--- src/hw/rtl/safc_pkg.sv ---
`timescale 1ns / 1ps
`default_nettype none
package safc_pkg;
    localparam int TABLE_SETS = 1024;
    localparam int TABLE_WAYS = 4;
    localparam int COUNT_BITS = 16;
    localparam int SET_BITS = $clog2(TABLE_SETS);
    localparam int WAY_BITS = (TABLE_WAYS > 1) ? $clog2(TABLE_WAYS) : 1;
    localparam int CFG_IDX_BITS = 2;
    localparam int CFG_DATA_BITS = 32;
    localparam logic [CFG_IDX_BITS-1:0] REG_WATCHED_DST = 2'd0;
    localparam logic [CFG_IDX_BITS-1:0] REG_WATCHED_PORT = 2'd1;
    localparam logic [CFG_IDX_BITS-1:0] REG_LIMIT = 2'd2;
    localparam logic [CFG_IDX_BITS-1:0] REG_BUDGET = 2'd3;
    localparam logic [15:0] ETHER_IPV4 = 16'h0800;
    localparam logic [7:0] PROTO_UDP = 8'd17;
    localparam logic [COUNT_BITS-1:0] COUNT_MAX = {COUNT_BITS{1'b1}};

    typedef enum logic [2:0] {
        t_clear_st, t_idle_st, t_read_st, t_write_st, t_out_st
    } t_state;

    typedef struct packed {
        logic clear_step;
        logic load;
        logic read;
        logic write;
        logic show;
    } t_cmd;

    typedef struct packed {
        logic clear_last;
        logic needs_table;
    } t_status;

    typedef struct packed {
        logic [15:0] frame_type;
        logic [7:0]  ip_protocol;
        logic [15:0] src_port;
        logic [15:0] dst_port;
        logic [31:0] src_addr;
        logic [31:0] dst_addr;
    } t_in_item;

    typedef struct packed {
        logic        accepted;
        logic        counted;
        logic [15:0] source_count;
        logic        newly_blocked;
        logic        table_full;
        logic        budget_done;
    } t_out_item;
endpackage
`default_nettype wire

--- src/hw/rtl/safc_ctrl.sv ---
`timescale 1ns / 1ps
`default_nettype none
module safc_ctrl (
    input  wire logic            i_clk,
    input  wire logic            i_rst_n,
    input  wire logic            i_in_valid,
    output logic                 o_in_ready,
    output logic                 o_out_valid,
    input  wire logic            i_out_ready,
    input  wire safc_pkg::t_status i_status,
    output safc_pkg::t_cmd       o_cmd
);
    import safc_pkg::*;
    t_state r_state, n_state;

    always_ff @(posedge i_clk) begin
        if (!i_rst_n) r_state <= t_clear_st;
        else r_state <= n_state;
    end

    always_comb begin
        n_state = r_state;
        unique case (r_state)
            t_clear_st: if (i_status.clear_last) n_state = t_idle_st;
            t_idle_st: if (i_in_valid) n_state = t_read_st;
            t_read_st: n_state = i_status.needs_table ? t_write_st : t_out_st;
            t_write_st: n_state = t_out_st;
            t_out_st: begin
                if (i_out_ready) n_state = i_in_valid ? t_read_st : t_idle_st;
            end
            default: n_state = t_idle_st;
        endcase
    end

    always_comb begin
        o_cmd = '0;
        o_in_ready = 1'b0;
        o_out_valid = 1'b0;
        unique case (r_state)
            t_clear_st: o_cmd.clear_step = 1'b1;
            t_idle_st: begin
                o_in_ready = 1'b1;
                o_cmd.load = i_in_valid;
            end
            t_read_st: o_cmd.read = 1'b1;
            t_write_st: o_cmd.write = 1'b1;
            t_out_st: begin
                o_out_valid = 1'b1;
                o_cmd.show = 1'b1;
                o_in_ready = i_out_ready;
                o_cmd.load = i_out_ready & i_in_valid;
            end
            default: ;
        endcase
    end
endmodule
`default_nettype wire

--- config.mk ---
export PLATFORM = sky130hd
export DESIGN_NAME = safc_ctrl
export DESIGN_NICKNAME = d
export VERILOG_FILES = /design/src/hw/rtl/safc_pkg.sv /design/src/hw/rtl/safc_ctrl.sv
export SDC_FILE = /design/constraint.sdc
export NUM_CORES = 1
export LEC_CHECK = 0
export BUFFER_PORTS_ARGS = -buffer_cell sky130_fd_sc_hd__buf_2
export CAP_MARGIN = 20
export CORE_AREA = 5 5 42 44
export DETAILED_ROUTE_END_ITERATION = 6
export DIE_AREA = 0 0 47 49
export PLACE_DENSITY_LB_ADDON = 0.05
export SYNTH_ARGS = -nofsm -noshare
export SYNTH_HDL_FRONTEND = slang
export SYNTH_SLANG_ARGS = --single-unit
export TNS_END_PERCENT = 10
--- constraint.sdc ---
create_clock -name i_clk -period 1.4 [get_ports i_clk]
set_input_delay 0.35 -clock i_clk [delete_from_list [all_inputs] [get_ports i_clk]]
set_output_delay 0.35 -clock i_clk [all_outputs]
set_load 0.01 [all_outputs]
Word-level counts from Yosys, hierarchy flattened --
Index checks and enable logic that the tools add are counted.
Word-level totals: bits in registers 3, bits of input ports 6, output and inout port bits 7
Cells by class: eq/ne operators 7, mux-type cells 12, bitwise operators 1, reductions and logical operators 2
Operator list (number):
- $pmux 3 s5 | 1
- $mux 3 | 4
- $eq 3x2->1 const B | 2
- $ne 2x2->1 const B | 3
- $mux 1 | 4
- $pmux 1 s2 | 2
- $eq 3x1->1 const B | 1
- $eq 3x3->1 const B | 1
- $logic_not 3->1 | 1
- $reduce_and 3->1 | 1
- $mux 2 | 1
- $and 1x1->1 | 1

Longest topological paths before layout --
depth in word-level cells 3, mapped depth 4, depth with buffers taken out 3

Least setup slack after synthesis --
No wires, ideal clock.
kind flip-flop to output port, from register r_state[0], to output o_cmd[3] in the netlist's numbering, arrival 979 ps, path slack 71 ps, cell stages (with the launch flop) 5, path buffers 1, path through dfxtp_1 > buf_6 > nand3b_1 > a21oi_2 > and2_1
RTL lines:
- from (decl) | line safc_ctrl.sv:14 | t_state r_state, n_state;
- from (signal assigned) | line safc_ctrl.sv:17 | if (!i_rst_n) r_state <= t_clear_st;
- from (signal assigned) | line safc_ctrl.sv:18 | else r_state <= n_state;
- to (decl) | line safc_ctrl.sv:11 | output safc_pkg::t_cmd o_cmd

==> run_results.csv <==
group,metric,value,unit
power,p_leak,0.201,nW
synthesis,synthTopCellsByArea,"dfxtp_1 21%, buf_6 12%, nand3b_1 7.7%",
critical_path,reg2reg_to,"r_state[1]$_SDFFE_PN0P_",
final_layout,area_growth,39.1,%
synthesis,synth_top_family_by_area,"simple AND/OR/NAND/NOR gates",
synthesis,synth-adder-area-share,0,
grt,antenna_found_initial,0,
sta,slew-limit-headroom,0.888,
critical_path,critPathTopFamily,"flip-flops",
clock_network,cts.sink_count,3,
clock_network,postCtsHoldBufs,0,
route,route.vias.total,287,
sta,slew_viol_final,0,
sta,skew,0.00103,ns
critical_path,path_depth,4,
synthesis,synth.ff_latch_count,3,
clock_network,cts.htree.levels,1,
floorplan,core-area,1400,sq um
sta,fin_crit,1.49,ns
critical_path,worst-r2r-cell-count,5,
clock_network,clockBufferDepth,2,
placement,routabilityCongestion,0.706,
route,drcViolationCount,0,
power,power.density,780,nW/um^2
clock_network,cts_inserted_buffers,3,
critical_path,critPathBufInv,1,
grt,grt_overflow_total,0,
critical_path,ff2ff_setup_slack,0.23,ns
clock_network,cts_tree,"done",
critical_path,crit_type,"register to output pin",
placement,dpl_cell_area,360,sq um
route,route.met3.wl,43,um
grt,track_usage,0.0662,
sta,tightest_slew,0.167,ns
sta,rsz0062_at_grt,"yes",
critical_path,slowest_delay,0.34,ns
sta,setup_viol,3,
synthesis,synthSimpleGateAreaFrac,0.386,
synthesis,ys_types,20,
sta,timing.final.hold_violations,0,
grt,grt_pass1_vias,289,
final_layout,diodes,0,
route,first_iter_violations,3,
floorplan,initial_utilization,0.208,
route,wl_met2,365,um
critical_path,crit_slowest_cell,"dfxtp_2",
worst_hold_path,hp-class,"input port to register",
critical_path,path_cells,"nand2b_1, a21oi_2, and2_1, buf_2",
route,maxUsedRoutingLayer,"met3",
critical_path,crit_fanout,7,
synthesis,synth-seq-area-share,0.206,
final_layout,final_cells,66,
route,drt-met1-wl,320,um
placement,dp_hpwl,604,um
critical_path,crit_end,"o_cmd[3]",
flow_run,maxCapViolCount,0,
synthesis,synthXorXnorAreaFrac,0,
floorplan,io_pins,13,
synthesis,synth_edf_count,0,
sta,layout_setup_ws,-0.0867,ns
route,wire_per_inst,11.0,um
placement,dp_cells,61,
critical_path,cp-start-kind,"register",
floorplan,die_x,47,um
sta,max_freq,0.673,GHz
synthesis,yosysWarningCount,0,
route,antenna_left,0,
clock_network,cts_root_buf,"clkbuf_4",
critical_path,crit_required,1.05,ns
critical_path,end_kind,"output pin",
grt,grt_start_max_net_pins,9,
synthesis,async_reset_ff_frac,0,
final_layout,drive_above_1_share,0.600,
synthesis,syn_area,292,sq um
synthesis,synth_compound_area_frac,0.253,
sta,post-route-period-util,1.06,
status,violations,"setup timing",
grt,grt_pass1_wl,1.17,mm
final_layout,reg.largest.list,"r_state (3)",
synthesis,synthFlopType,"dfxtp_1",
critical_path,startpoint,"r_state[2]$_SDFFE_PN0P_",
route,viasPerCell,4.35,
synthesis,synthMuxAreaShare,0,
final_layout,design_area,405,sq um
critical_path,crit_arrival,1.14,ns
floorplan,dieHeight,49,um
final_layout,regMostFlops,"r_state",
route,totalWireLength,729,um
final_layout,largest_reg_flops,3,
final_layout,nets,57,
power,ir_drop,0.281,mV
status,status,"finished with violations",
sta,tns,-0.189,ns
synthesis,synth_top_area_frac,0.206,
floorplan,die-area,2300,sq um
critical_path,r2r_start,"r_state[0]$_SDFFE_PN0P_",
route,first_pass_iters,3,
synthesis,synthCells,33,
synthesis,synth_nets,39,
synthesis,syn_avg_cell_area,8.83,sq um
floorplan,num_rows,14,
clock_network,clkLatencyLatePin,0.23,ns
synthesis,synth_common_cells,"3 x a21oi_1, 3 x buf_6, 3 x dfxtp_1, 3 x nand3b_1, 3 x nor2_1",
clock_network,clk_pin_slew,0.04,ns
synthesis,yosys.area.top_type,"dfxtp_1",
placement,portBuffers,12,
placement,pre_cts_ws,0.0977,ns
-- worst min path at each step --
stage	start	endpoint	cells after the start
finish	i_rst_n	r_state[2]$_SDFFE_PN0P_	2
global route	i_rst_n	r_state[2]$_SDFFE_PN0P_	2
CTS	i_rst_n	r_state[2]$_SDFFE_PN0P_	2
detailed placement	i_rst_n	r_state[2]$_SDFFE_PN0P_	2
global placement	i_rst_n	r_state[2]$_SDFFE_PN0P_	2
floorplan	i_rst_n	r_state[2]$_SDFFE_PN0P_	1
-- cells by family after synthesis --
logic type	after synthesis
AND/OR/NAND/NOR	16
AO/OA/AOI/OAI	9
buffers and inverters	5
flip-flops	3
-- layout by cell type, fill, tap and decap left out --
| cell type | n |
|---|---|
| buf_2 | 12 |
| buf_4 | 5 |
| nor2_1 | 3 |
| nand3b_1 | 3 |
| a21oi_1 | 3 |
| clkbuf_4 | 3 |
| nand2b_2 | 2 |
| nand2b_1 | 2 |
| o211a_1 | 2 |
| dfxtp_2 | 2 |
| inv_1 | 1 |
| a21oi_2 | 1 |
| and2_1 | 1 |
| nor3_2 | 1 |
| nor3b_4 | 1 |
| a22oi_1 | 1 |
| nand3_1 | 1 |
| and2b_1 | 1 |
| o21a_1 | 1 |
| nor2_2 | 1 |
| o2bb2ai_2 | 1 |
| clkbuf_1 | 1 |
| dfxtp_4 | 1 |
-- routing by layer --
metal  vias up  GRT usage
li1        147          -
met1       133     0.0835
met2         7      0.104
met3         0     0.0148
met4         0     0.0276
met5         -          0
-- per-stage QoR --
step           power [mW]  utilization  hold WS [ns]
2_1_floorplan       0.144            -         0.468
3_3_place_gp        0.170        0.257         0.596
3_5_place_dp        0.170        0.257         0.597
4_1_cts             0.325        0.279         0.358
5_1_grt             0.340        0.289         0.363
6_report            0.316        0.289         0.364
-- where the power goes --
part | switching, mW | internal (mW)
registers | 0.00720 | 0.0891
logic | 0.0360 | 0.0367
clock network | 0.0407 | 0.107
total | 0.0839 | 0.232
-- repair_timing --
action,4_1_cts,5_1_grt
setup buffers,0,1
setup endpoints to repair,7,7
gates resized for setup,3,2
pin swaps,1,1
cloned,0,0
-- final cells by class --
class / instances / area, sq um
well taps: 16 / 20.0
fillers: 170 / 996
clock buffers: 4 / 26.3
inverters: 1 / 3.75
repair buffers: 17 / 97.6
multi-input cells: 25 / 191
flip-flops and latches: 3 / 66.3
Power figures use the tool's default switching activity.
